`config.mk`:
```
export PLATFORM = sky130hd
export DESIGN_NAME = cacnt_fifo
export DESIGN_NICKNAME = d
export VERILOG_FILES = /design/src/hw/rtl/cacnt_pkg.sv /design/src/hw/rtl/cacnt_fifo.sv
export SDC_FILE = /design/constraint.sdc
export NUM_CORES = 1
export LEC_CHECK = 0
export BUFFER_PORTS_ARGS = -buffer_cell sky130_fd_sc_hd__clkbuf_2
export CAP_MARGIN = 20
export CORE_MARGIN = 1
export CORE_UTILIZATION = 42
export CTS_BUF_LIST = sky130_fd_sc_hd__clkbuf_4 sky130_fd_sc_hd__clkbuf_8
export DETAILED_ROUTE_END_ITERATION = 16
export PLACE_DENSITY = 0.63
export SLEW_MARGIN = 10
export SYNTH_ARGS = -nofsm -noshare
export SYNTH_HDL_FRONTEND = slang
export SYNTH_SLANG_ARGS = --single-unit
```
`constraint.sdc`:
```
create_clock -name clk -period 4.53 [get_ports clk]
set_clock_uncertainty 0.05 [all_clocks]
set_input_delay 0.6795 -clock clk [delete_from_list [all_inputs] [get_ports clk]]
set_output_delay 0.6795 -clock clk [all_outputs]
set_load 0.005 [all_outputs]
```
`src/hw/rtl/cacnt_pkg.sv`:
```
// ----------------------------------------------------------------------------
// cacnt_pkg
// Shared types and constants of the call-arc count table.
// ----------------------------------------------------------------------------
package cacnt_pkg;

	localparam int BUCKETS     = 4096;
	localparam int ARC_ENTRIES = 1024;

	localparam int BUCKET_W = $clog2(BUCKETS);
	localparam int IDX_W    = $clog2(ARC_ENTRIES);
	localparam int LA_W     = $clog2(ARC_ENTRIES + 1);
	localparam int RIDX_W   = 12;
	localparam int CNT_W    = 24;
	localparam int PC_W     = 32;
	localparam int ST_W     = 3;
	localparam int OUTI_W   = 11;
	localparam int CFG_W    = 32;
	localparam int CFGI_W   = 2;
	localparam int WSIZE_W  = 15;
	localparam int Q_DEPTH  = 2;
	localparam int Q_PTR_W  = 1;

	localparam logic [PC_W-1:0]  CALLEE_TAG = 32'h1000_0000;
	localparam logic [PC_W-1:0]  SPAN       = PC_W'(BUCKETS) << 2;
	localparam logic [CNT_W-1:0] COUNT_MAX  = {CNT_W{1'b1}};

	localparam logic [CFGI_W-1:0] CFG_WINDOW_BASE = 2'd0;
	localparam logic [CFGI_W-1:0] CFG_WINDOW_SIZE = 2'd1;
	localparam logic [CFGI_W-1:0] CFG_ARC_LIMIT   = 2'd2;
	localparam logic [CFGI_W-1:0] CFG_ENABLE      = 2'd3;

	localparam logic [1:0] CMD_RECORD    = 2'd0;
	localparam logic [1:0] CMD_READ_ARC  = 2'd1;
	localparam logic [1:0] CMD_READ_HEAD = 2'd2;

	typedef enum logic [ST_W-1:0] {
		RES_HEAD_HIT  = 3'd0,
		RES_MOVED     = 3'd1,
		RES_NEW_ARC   = 3'd2,
		RES_OUT_RANGE = 3'd3,
		RES_FULL      = 3'd4,
		RES_IGNORED   = 3'd5,
		RES_READ      = 3'd6
	} res_e;

	typedef enum logic [2:0] {
		OP_REC,
		OP_REC_OOR,
		OP_RD_ARC,
		OP_RD_HEAD,
		OP_FIXED
	} op_e;

	typedef enum logic [2:0] {
		BS_CLEAR,
		BS_IDLE,
		BS_HEAD,
		BS_ENT,
		BS_MOVE,
		BS_ALLOC,
		BS_RDARC,
		BS_RDHEAD
	} bstate_e;

	typedef struct packed {
		op_e                 op;
		res_e                fixed_status;
		logic [BUCKET_W-1:0] bucket;
		logic [PC_W-1:0]     callee;
		logic [RIDX_W-1:0]   index;
	} job_t;

	typedef struct packed {
		res_e              status;
		logic [OUTI_W-1:0] arc_index;
		logic [CNT_W-1:0]  arc_count;
		logic [PC_W-1:0]   arc_callee;
		logic [IDX_W-1:0]  arc_link;
	} res_t;

	typedef struct packed {
		logic [PC_W-1:0]    window_base;
		logic [WSIZE_W-1:0] window_size;
		logic               enable;
	} fcfg_t;

endpackage

```
`src/hw/rtl/cacnt_fifo.sv`:
```
// ----------------------------------------------------------------------------
// cacnt_fifo
// Short job queue between the classifier and the table sequencer.
// ----------------------------------------------------------------------------
module cacnt_fifo import cacnt_pkg::*; (
	input  logic clk,
	input  logic arst_n,
	input  logic push,
	input  job_t push_job,
	input  logic pop,
	output job_t head_job,
	output logic full,
	output logic empty
);

	job_t               slot_q [Q_DEPTH];
	logic [Q_PTR_W-1:0] wptr_q;
	logic [Q_PTR_W-1:0] rptr_q;
	logic [Q_PTR_W:0]   count_q;

	assign full     = (count_q == (Q_PTR_W+1)'(Q_DEPTH));
	assign empty    = (count_q == '0);
	assign head_job = slot_q[rptr_q];

	always_ff @(posedge clk) begin
		if (push) begin
			slot_q[wptr_q] <= push_job;
		end
	end

	always_ff @(posedge clk or negedge arst_n) begin
		if (!arst_n) begin
			wptr_q  <= '0;
			rptr_q  <= '0;
			count_q <= '0;
		end else begin
			if (push) begin
				wptr_q <= wptr_q + 1'b1;
			end
			if (pop) begin
				rptr_q <= rptr_q + 1'b1;
			end
			if (push && !pop) begin
				count_q <= count_q + 1'b1;
			end else if (pop && !push) begin
				count_q <= count_q - 1'b1;
			end
		end
	end

endmodule

```
==> qor.yml <==
status: "finished, final reports clean"
postCtsSetupBuffers: 0
fin_area_um2: 6150
hold_viol_final: 0
dp_hpwl_mm: 5.13
nets: 422
syn_area_per_cell_um2: 23.7
r2r_end: "slot_q[1][3]$_DFFE_PP_"
ios: 130
routed_wl_mm: 7.94
firstDrtPassIters: 4
drive_gt1_frac: 0.620
finalCriticalPeriod_ns: 2.84
cts_max_level: 4
worst_hold_slack_ns: 0.388
final_util: 0.536
drcViolationCount: 0
port-buffer-count: 129
worst_slack_ns: 1.69
placed_area_um2: 5700
post-place-ws_ns: 1.87
cp.arrival_ns: 2.11
max_slew.worst_pin.slew_ns: 0.903
power.total_mw: 3.73
finalSetupTns_ns: 0
leakagePower_nw: 2.53
start_util: 0.433
die_x_um: 111
cts_max_path_buffers: 2
grt_usage: 0.138
antenna_left: 0
synth_nets: 276
timing.fmax_ghz: 0.352
ys_warn_count: 0
drtIter0Drc: 107
clkSlewWorstSetupHoldPaths_ns: 0.07
root_buffer: "clkbuf_8"
rsz0062_at_grt: "false"
areaGrowthSynthToFinish_pct: 23.9
critPathKind: "register to output pin"
die_area_um2: 12300
numCtsBuffers: 17
netlist_instances: 209
globalplace.congestion: 0.691
cp.required_ns: 3.80
ys_seq_elements: 128
relSlewSlack: 0.397
worstHoldStart: "push_job[48]"
grt_pass1_wl_mm: 12.4
maxSlewViolCount: 0
rr_startpoint: "wptr_q$_DFFE_PN0P_"
n_antenna_cell: 0
ff2ff_path_depth: 2
hold_end: "slot_q[1][48]$_DFFE_PP_"
grt_pass1_vias: 2429
setup_violations: 0
worstPathMaxFanout: 36
avgViaCountPerCell: 4.67
powerDensity_nw_per_um2: 607
vias: 2386
whs_path_depth: 1
post-route-period-util: 0.627
hp-class: "input pin to register"
antenna_found_initial: 0
rrSetupSlack_ns: 2.45
tritoncts: "built"
drv_cap: 0
place_inst: 477
yosysSeqAreaShare: 0.771
core.rowCount: 39
clock_latency_ns: 0.42
startpoint_type: "register"
vdd_drop_max_uv: 327
drt-wirelength-per-cell_um: 15.5
synth_area_um2: 4960
end_kind: "output pin"
coreArea_um2: 11500
gr-total-overflow: 0
die_h_um: 111
synth.distinct_cells: 13
layoutNonFillerInstCount: 511
grt_max_degree: 61
numClockSinks: 128
[cells in the mapped netlist (all sizes together)]
master,instances,share of area
nor2b,2,0.0025
nor2,2,0.0015
mux2,62,0.19
xnor2,1,0.0018
ha,1,0.0025
xor2,4,0.0071
edfxtp,124,0.75
inv,1,0.00076
dfrtp,4,0.020
and2,1,0.0013
buf,7,0.026
[power breakdown]
| part | internal (mW) | leakage [nW] | switching, mW |
|---|---|---|---|
| registers | 1.58 | 1.21 | 0.124 |
| logic | 0.619 | 1.12 | 0.436 |
| clock network | 0.548 | 0.201 | 0.429 |
[state kept, by name, summed over array words and instances (netlist names)]
name / cells
slot_q: 124
count_q: 2
rptr_q: 1
wptr_q: 1
[layer usage]
layer,GRT usage,wire length (um),vias up
met1,0.171,3470,1161
met5,0,0,-
met2,0.210,3820,93
li1,-,-,1119
met3,0.0547,501,13
met4,0.0702,138,0
[cell families (layout without fill, tap and decap cells)]
family	after synthesis	count (layout)	synth area share
flops	128	128	0.771
mux	62	62	0.185
buf+inv	8	167	0.0272
xor+xnor	5	5	0.00883
simple gates	5	5	0.00530
fa+ha+maj	1	1	0.00252
[layout by cell type (no fill, tap or decap), drive strengths merged]
| cell type | netlist | layout |
|---|---|---|
| clkbuf | 0 | 147 |
| edfxtp | 124 | 124 |
| mux2 | 62 | 62 |
| clkinv | 0 | 8 |
| xor2 | 4 | 4 |
| dfrtp | 4 | 4 |
| buf | 7 | 4 |
| bufinv | 0 | 3 |
| nor2 | 2 | 2 |
| clkinvlp | 0 | 2 |
| inv | 1 | 2 |
| nor2b | 2 | 2 |
| and2 | 1 | 1 |
| xnor2 | 1 | 1 |
| ha | 1 | 1 |
| dlygate4sd3 | 0 | 1 |
[how the worst max path moves through the flow]
| stage | startpoint | endpoint | cells past startpoint |
|---|---|---|---|
| 2_1_floorplan | push | slot_q[0][0]$_DFFE_PP_ | 1 |
| 4_1_cts | rptr_q$_DFFE_PN0P_ | head_job[14] | 3 |
| 3_5_place_dp | rptr_q$_DFFE_PN0P_ | head_job[14] | 3 |
| 3_3_place_gp | rptr_q$_DFFE_PN0P_ | head_job[14] | 3 |
| 6_report | rptr_q$_DFFE_PN0P_ | head_job[14] | 4 |
| 5_1_grt | rptr_q$_DFFE_PN0P_ | head_job[14] | 4 |
[worst max-delay path, stage by stage (launching register included)]
cell,delay [ns]
dfrtp_4,0.74
buf_16,0.32
buf_4,0.21
mux2_4,0.30
clkbuf_2,0.11
[timing repair]
action	in CTS	in global routing
hold buffers	1	0
gates resized for setup	0	0
endpoints found under the hold margin	4	0
[cell type report]
class                           instances  area, um^2
Multi-Input combinational cell         73        1010
Tap cell                              143         179
Timing Repair Buffer                  134         718
Inverter                                1        3.75
Fill cell                             941        5320
Clock buffer                           18         241
Sequential cell                       128        3830
Clock inverter                         14         166
(Power assumes the default switching activity.)
