==> config.mk <==
export PLATFORM = sky130hd
export DESIGN_NAME = cacnt_front
export DESIGN_NICKNAME = d
export VERILOG_FILES = /design/src/hw/rtl/cacnt_pkg.sv /design/src/hw/rtl/cacnt_front.sv
export SDC_FILE = /design/constraint.sdc
export NUM_CORES = 1
export LEC_CHECK = 0
export ABC_AREA = 1
export ABC_CLOCK_PERIOD_IN_PS = 5300
export BUFFER_PORTS_ARGS = -buffer_cell sky130_fd_sc_hd__buf_4
export CORE_ASPECT_RATIO = 1.2
export CORE_MARGIN = 2
export CORE_UTILIZATION = 48
export DETAILED_ROUTE_END_ITERATION = 6
export PLACE_DENSITY = 0.9
export SLEW_MARGIN = 40
export SYNTH_ARGS = -nofsm -noshare
export SYNTH_HDL_FRONTEND = slang
export SYNTH_SLANG_ARGS = --single-unit
==> constraint.sdc <==
create_clock -name vclk -period 5.3
set_input_delay 0.265 -clock vclk [all_inputs]
set_output_delay 0.265 -clock vclk [all_outputs]
set_load 0.05 [all_outputs]
==> src/hw/rtl/cacnt_pkg.sv <==
// ----------------------------------------------------------------------------
// cacnt_pkg
// Shared types and constants of the call-arc count table.
// ----------------------------------------------------------------------------
package cacnt_pkg;

	localparam int BUCKETS     = 4096;
	localparam int ARC_ENTRIES = 1024;

	localparam int BUCKET_W = $clog2(BUCKETS);
	localparam int IDX_W    = $clog2(ARC_ENTRIES);
	localparam int LA_W     = $clog2(ARC_ENTRIES + 1);
	localparam int RIDX_W   = 12;
	localparam int CNT_W    = 24;
	localparam int PC_W     = 32;
	localparam int ST_W     = 3;
	localparam int OUTI_W   = 11;
	localparam int CFG_W    = 32;
	localparam int CFGI_W   = 2;
	localparam int WSIZE_W  = 15;
	localparam int Q_DEPTH  = 2;
	localparam int Q_PTR_W  = 1;

	localparam logic [PC_W-1:0]  CALLEE_TAG = 32'h1000_0000;
	localparam logic [PC_W-1:0]  SPAN       = PC_W'(BUCKETS) << 2;
	localparam logic [CNT_W-1:0] COUNT_MAX  = {CNT_W{1'b1}};

	localparam logic [CFGI_W-1:0] CFG_WINDOW_BASE = 2'd0;
	localparam logic [CFGI_W-1:0] CFG_WINDOW_SIZE = 2'd1;
	localparam logic [CFGI_W-1:0] CFG_ARC_LIMIT   = 2'd2;
	localparam logic [CFGI_W-1:0] CFG_ENABLE      = 2'd3;

	localparam logic [1:0] CMD_RECORD    = 2'd0;
	localparam logic [1:0] CMD_READ_ARC  = 2'd1;
	localparam logic [1:0] CMD_READ_HEAD = 2'd2;

	typedef enum logic [ST_W-1:0] {
		RES_HEAD_HIT  = 3'd0,
		RES_MOVED     = 3'd1,
		RES_NEW_ARC   = 3'd2,
		RES_OUT_RANGE = 3'd3,
		RES_FULL      = 3'd4,
		RES_IGNORED   = 3'd5,
		RES_READ      = 3'd6
	} res_e;

	typedef enum logic [2:0] {
		OP_REC,
		OP_REC_OOR,
		OP_RD_ARC,
		OP_RD_HEAD,
		OP_FIXED
	} op_e;

	typedef enum logic [2:0] {
		BS_CLEAR,
		BS_IDLE,
		BS_HEAD,
		BS_ENT,
		BS_MOVE,
		BS_ALLOC,
		BS_RDARC,
		BS_RDHEAD
	} bstate_e;

	typedef struct packed {
		op_e                 op;
		res_e                fixed_status;
		logic [BUCKET_W-1:0] bucket;
		logic [PC_W-1:0]     callee;
		logic [RIDX_W-1:0]   index;
	} job_t;

	typedef struct packed {
		res_e              status;
		logic [OUTI_W-1:0] arc_index;
		logic [CNT_W-1:0]  arc_count;
		logic [PC_W-1:0]   arc_callee;
		logic [IDX_W-1:0]  arc_link;
	} res_t;

	typedef struct packed {
		logic [PC_W-1:0]    window_base;
		logic [WSIZE_W-1:0] window_size;
		logic               enable;
	} fcfg_t;

endpackage

==> src/hw/rtl/cacnt_front.sv <==
// ----------------------------------------------------------------------------
// cacnt_front
// Accepts items, checks the window and read ranges, and queues a job.
// ----------------------------------------------------------------------------
module cacnt_front import cacnt_pkg::*; (
	input  fcfg_t             cfg,
	input  logic              table_ready,
	input  logic              q_full,
	input  logic              in_valid,
	output logic              in_ready,
	input  logic [1:0]        cmd,
	input  logic [PC_W-1:0]   caller_pc,
	input  logic [PC_W-1:0]   callee_pc,
	input  logic [RIDX_W-1:0] read_index,
	output logic              push,
	output job_t              push_job
);

	logic [PC_W-1:0] base;
	logic [PC_W-1:0] offset;
	logic            out_range;

	assign base      = {cfg.window_base[PC_W-1:4], 4'h0};
	assign offset    = caller_pc - base;
	assign out_range = (offset >= PC_W'(cfg.window_size)) || (offset >= SPAN);

	assign in_ready = table_ready && !q_full;
	assign push     = in_valid && in_ready;

	always_comb begin
		push_job              = '0;
		push_job.callee       = callee_pc;
		push_job.index        = read_index;
		push_job.bucket       = offset[BUCKET_W+1:2];
		push_job.fixed_status = RES_IGNORED;
		push_job.op           = OP_FIXED;
		unique case (cmd)
			CMD_RECORD: begin
				if (!cfg.enable) begin
					push_job.op = OP_FIXED;
				end else if (out_range) begin
					push_job.op = OP_REC_OOR;
				end else begin
					push_job.op = OP_REC;
				end
			end
			CMD_READ_ARC: begin
				if ({1'b0, read_index} < (RIDX_W+1)'(ARC_ENTRIES)) begin
					push_job.op = OP_RD_ARC;
				end else begin
					push_job.fixed_status = RES_OUT_RANGE;
				end
			end
			CMD_READ_HEAD: begin
				if ({1'b0, read_index} < (RIDX_W+1)'(BUCKETS)) begin
					push_job.op = OP_RD_HEAD;
				end else begin
					push_job.fixed_status = RES_OUT_RANGE;
				end
			end
			default: begin
				push_job.op = OP_FIXED;
			end
		endcase
	end

endmodule

==> impl_results.md, run 1 <==
- Worst setup EP type: output pin
- Final setup violation count: 0
- First-pass GRT wire length: 12300 um
- I/O pin cnt: 193
- Vias: 3417
- Max Cap Viol: 0
- Hold Buf Count CTS: 0
- Global placement routability congestion: 0.925
- Antenna cells: 0
- CP Launch Type: primary input
- Mapped Cells: 555
- Hold WC Path Type: in2out
- Fraction of layout cells with a size suffix above 1: 18.7%
- Hold endpoint: push_job[40]
- Seq cells: 0
- DP HPWL: 6880 um
- Via density: 4.93
- WHS Path Cells: 0
- Reg area: 0 um^2
- GR Util met2: 47.8%
- Starting density of the core: 49.0%
- Yosys warns: 0
- Outcome: finished clean
- Number of global-route vias before repair: 3169
- Fin cells: 693
- Syn nets: 727
- Final hold violations: 0
- Port buffer count: 104
- Sequential share of the synthesized area: 0%
- Met1 usage: 22.0%
- Hold_sp: callee_pc[28]
- DR WL/cell: 11.0 um
- DRT Pass-1 Iters: 4
- Fin. max-slew vios: 0
- CP Class: in2out
- Worst path arrival time: 3.07 ns
- Nets@finish: 785
- # placed instances: 693
- Initial detailed-routing violation count: 146
- Synth Cell Area: 2930 um^2
- Die area: 6740 um^2
- Post-DRT Antenna Nets: 0
- Final worst path period share: 63.0%
- Initial antenna violation count: 0
- PostCTS Resize Cnt: 0
- PD cells: 132 nW/um^2
- Worst VDD drop: 0.0896 mV
- DRC violations left: 0
- Crit-path max FO: 4
- Core Region: 5970 um^2
- CLK BUF: 0
- Largest net degree at the start of global routing: 8
- Minimum clock period: 3.34 ns
- P&R area growth vs syn: 17.8%
- Final WL: 7640 um
- Static Leakage: 2.23 nW
- Crit path from: caller_pc[4]
- Die Span Y: 89.5 um
- Most used routing layer: met2
- Setup Fix Bufs, Post-CTS: 0
- Std-Cell Rows: 31
- Remaining Overflow, GRT: 0
- Synth cell types: 28
- Die Wd: 75.3 um
- Final setup TNS: 0 ns
- Syn avg cell area: 5.27 um^2
- Total power: 454 uW
- Met3 usage: 2.48%
- Maximum clock frequency: 299 MHz
- Req. time, crit path: 5.04 ns
- GRT Overall Usage: 22.3%
- RSZ-0062 raised after global routing: false
worst max-delay path, stage by stage:
cell	delay, ns
buf_4	0.11
inv_1	0.04
ha_1	0.14
inv_1	0.08
fa_1	0.45
nand3_1	0.13
nand3_2	0.12
nand2_1	0.09
nand2_1	0.11
xor2_1	0.18
ha_1	0.28
inv_1	0.05
o31a_1	0.28
nand2_1	0.06
nand2_1	0.04
nand2_1	0.07
nand2_1	0.06
nand2_1	0.09
nor2_1	0.05
nand3_1	0.08
nand2_1	0.05
nand2_1	0.05
buf_4	0.19
power by group:
part	internal [mW]	switching, mW	total, mW
Combinational	0.170	0.284	0.454
Clock	0	0	0
Sequential	0	0	0
Total	0.170	0.284	0.454
through the flow:
step	hold slack [ns]	cell area, um^2	setup WS [ns]	util (%)
after global routing	0.530	3440	1.69	57.7
after CTS	0.530	3440	1.96	57.7
final	0.530	3440	1.96	57.7
after detailed placement	0.530	3440	1.97	57.7
after global placement	0.530	3440	2.04	57.7
after floorplan	0.697	2930	1.74	-
cells in the mapped netlist, types with 2 or more instances:
cell type | count | area share, %
o21ai_0 | 7 | 1.2
o21bai_1 | 4 | 1.0
ha_1 | 42 | 18
nor3_1 | 8 | 1.4
nand4_1 | 6 | 1.3
inv_1 | 121 | 16
nor2_1 | 38 | 4.9
xor2_1 | 11 | 3.3
nor2_2 | 2 | 0.43
nand3_1 | 32 | 5.5
nand2_1 | 180 | 23
buf_4 | 47 | 12
nand2_2 | 3 | 0.64
nor3_2 | 2 | 0.68
a21oi_1 | 32 | 5.5
nand3b_1 | 8 | 2.1
layout make-up:
class / instances / area [um^2]
Inverter: 122 / 458
Fill cell: 657 / 2530
Timing Repair Buffer: 104 / 781
Multi-Input combinational cell: 385 / 2100
Tap cell: 82 / 103
worst max-delay path by stage:
| stage | end | cells past startpoint |
|---|---|---|
| 3_3_place_gp | push_job[59] | 23 |
| 4_1_cts | push_job[59] | 23 |
| 5_1_grt | push_job[59] | 23 |
| 6_report | push_job[59] | 23 |
| 3_5_place_dp | push_job[59] | 23 |
| 2_1_floorplan | push_job[59] | 21 |
layout by cell type (no fill, tap or decap), types with 2 or more instances in the layout:
cell type	count
nand2_1	180
inv_1	121
buf_4	104
ha_1	42
nor2_1	38
a21oi_1	32
nand3_1	32
xor2_1	11
nand3b_1	8
nor3_1	8
o21ai_0	7
nand4_1	6
o21bai_1	4
nand2_2	3
nor3_2	2
nor2_2	2
routing by layer:
metal / vias to the layer above / share of wire [%]
met3: 12 / 7.5
met4: 0 / 2.0
met5: - / 0
met2: 133 / 54
li1: 1776 / -
met1: 1496 / 37
cell families (layout without fill, tap and decap cells):
logic type / Yosys count / in the layout / synth area share [%]
buffers and inverters: 170 / 226 / 28.1
xor gates and xnor gates: 11 / 11 / 3.29
AOI/OAI and AO/OA: 46 / 46 / 8.51
other: 1 / 1 / 0.128
adders and majority gates: 43 / 43 / 18.6
and+or+nand+nor: 284 / 284 / 41.3
Note: power is estimated with default switching activity, not from simulation.
==> inputs of run 2 (changes only) <==
Settings changed: ABC_CLOCK_PERIOD_IN_PS 5300 to 2700, CORE_UTILIZATION 48 to 41, PLACE_DENSITY 0.9 to 0.82.
Clock period 5.3 ns to 2.7 ns, I/O delays scaled along.
==> impl_results.md, run 2 (synthesized netlist as in run 1, its figures left out) <==
- Antenna cells: 0
- Final hold violations: 0
- Failing checks: setup timing
- Seq cells: 0
- CP max stage delay: 0.37 ns
- Via density: 4.86
- Worst setup margin: -0.000176 ns
- Psw: 636 uW
- Minimum clock period: 2.70 ns
- Buf/Inv on CP: 5
- CP Launch Type: primary input
- CLK BUF: 0
- Switching Share: 58.9%
- Nets@finish: 810
- Slowest-stage cell, CP: fa_2
- Die Span Y: 96.5 um
- Worst VDD drop: 0.296 mV
- P&R area growth vs syn: 36.0%
- Initial detailed-routing violation count: 99
- Fin. max-slew vios: 0
- Port buffer count: 104
- Comb power frac: 100.0%
- Fin util: 58.1%
- Hold WC Path Type: in2out
- I/O pin cnt: 193
- Worst path arrival time: 2.57 ns
- RSZ-0062 raised after global routing: true
- Static Leakage: 2.40 nW
- Most frequent cells in the layout: nand2_1, buf_4, inv_1
- Global placement routability congestion: 0.926
- Worst hold slack: 0.270 ns
- Critical Path, Cell by Cell: buf_4 -> inv_2 -> ha_4 -> inv_2 -> fa_2 -> nand3_2 -> nand3_4 -> nand2_4 -> nand2_4 -> xor2_4 -> ha_4 -> inv_2 -> o31a_1 -> nand2_1 -> nand2_1 -> nand2_2 -> nand2_2 -> nand2_1 -> nor2_1 -> nand3_1 -> nand2_2 -> nand2_4 -> buf_8
- Initial antenna violation count: 0
- Outcome: complete, but fails checks
- Final WL: 8490 um
- Total power: 1.08 mW
- # placed instances: 721
- PD cells: 271 nW/um^2
- Starting density of the core: 42.7%
- First-pass GRT wire length: 13900 um
- Std-Cell Rows: 33
- Reg area: 0 um^2
- Most common cell after layout, fill and taps aside: nand2_1
- Int Pwr: 443 uW
- Number of global-route vias before repair: 3501
- Worst path top cell family by delay: simple AND/OR/NAND/NOR gates
- Worst setup EP type: output pin
- Final setup violation count: 1
- Vias: 3512
- Largest net degree at the start of global routing: 7
- Flop pwr share: 0%
- Hold Buf Count CTS: 0
- DP HPWL: 7330 um
- Final worst path period share: 100%
- Remaining Overflow, GRT: 0
- GRT Overall Usage: 21.4%
- Clock Power Share: 0%
- CP Class: in2out
- Die area: 7830 um^2
- Max Cap Viol: 0
- Req. time, crit path: 2.57 ns
- Fin cells: 723
- Crit-path max FO: 2
- Core Region: 6850 um^2
- Post-DRT Antenna Nets: 0
- DRC violations left: 0
- DRT Pass-1 Iters: 5
- DR WL/cell: 11.7 um
- Die Wd: 81.1 um
- Fraction of layout cells with a size suffix above 1: 28.6%
- Maximum clock frequency: 370 MHz
==> run 2: cell count changes in the layout (fill, tap and decap cells not counted), sizes merged <==
| cell | change |
|---|---|
| buf | +25 |
==> run 2: final cells by class <==
cell class,instances,area (um^2)
Inverter,122,458
Multi-Input combinational cell,385,2430
Fill cell,716,2880
Timing Repair Buffer,129,980
Tap cell,87,109
==> run 2: what timing repair did <==
item	in CTS	in global routing
setup endpoints to repair	1	1
resized for setup	10	22
setup buffers	1	1
pin swaps	11	14
==> run 2: metrics by stage <==
step	cell area [um^2]	setup TNS, ns	setup WS, ns
2_1_floorplan	3120	0	0.00315
3_3_place_gp	3820	-0.0965	-0.0965
3_5_place_dp	3820	-0.156	-0.156
4_1_cts	3870	0	0.00608
5_1_grt	3980	-0.137	-0.137
6_report	3980	-0.000176	-0.000176
==> run 2: power groups by stage <==
stage / Sequential, mW / Combinational (mW) / Clock (mW)
after CTS: 0 / 1.03 / 0
after floorplan: 0 / 0.855 / 0
after detailed placement: 0 / 1.01 / 0
after global placement: 0 / 0.992 / 0
final: 0 / 1.08 / 0
after global routing: 0 / 1.19 / 0
==> run 2: final timing paths <==
check,from,slack [ns],cells past startpoint,end
setup / recovery,caller_pc[4],-0.0002,23,push_job[59]
hold / removal,callee_pc[2],0.27,0,push_job[14]
==> run 2: routing by layer <==
metal	vias up	share of wire, %	track usage [%]
met3	24	5.5	2.04
met4	0	2.4	6.64
met1	1555	38	22.6
met2	119	54	43.7
met5	-	0	0
li1	1814	-	-
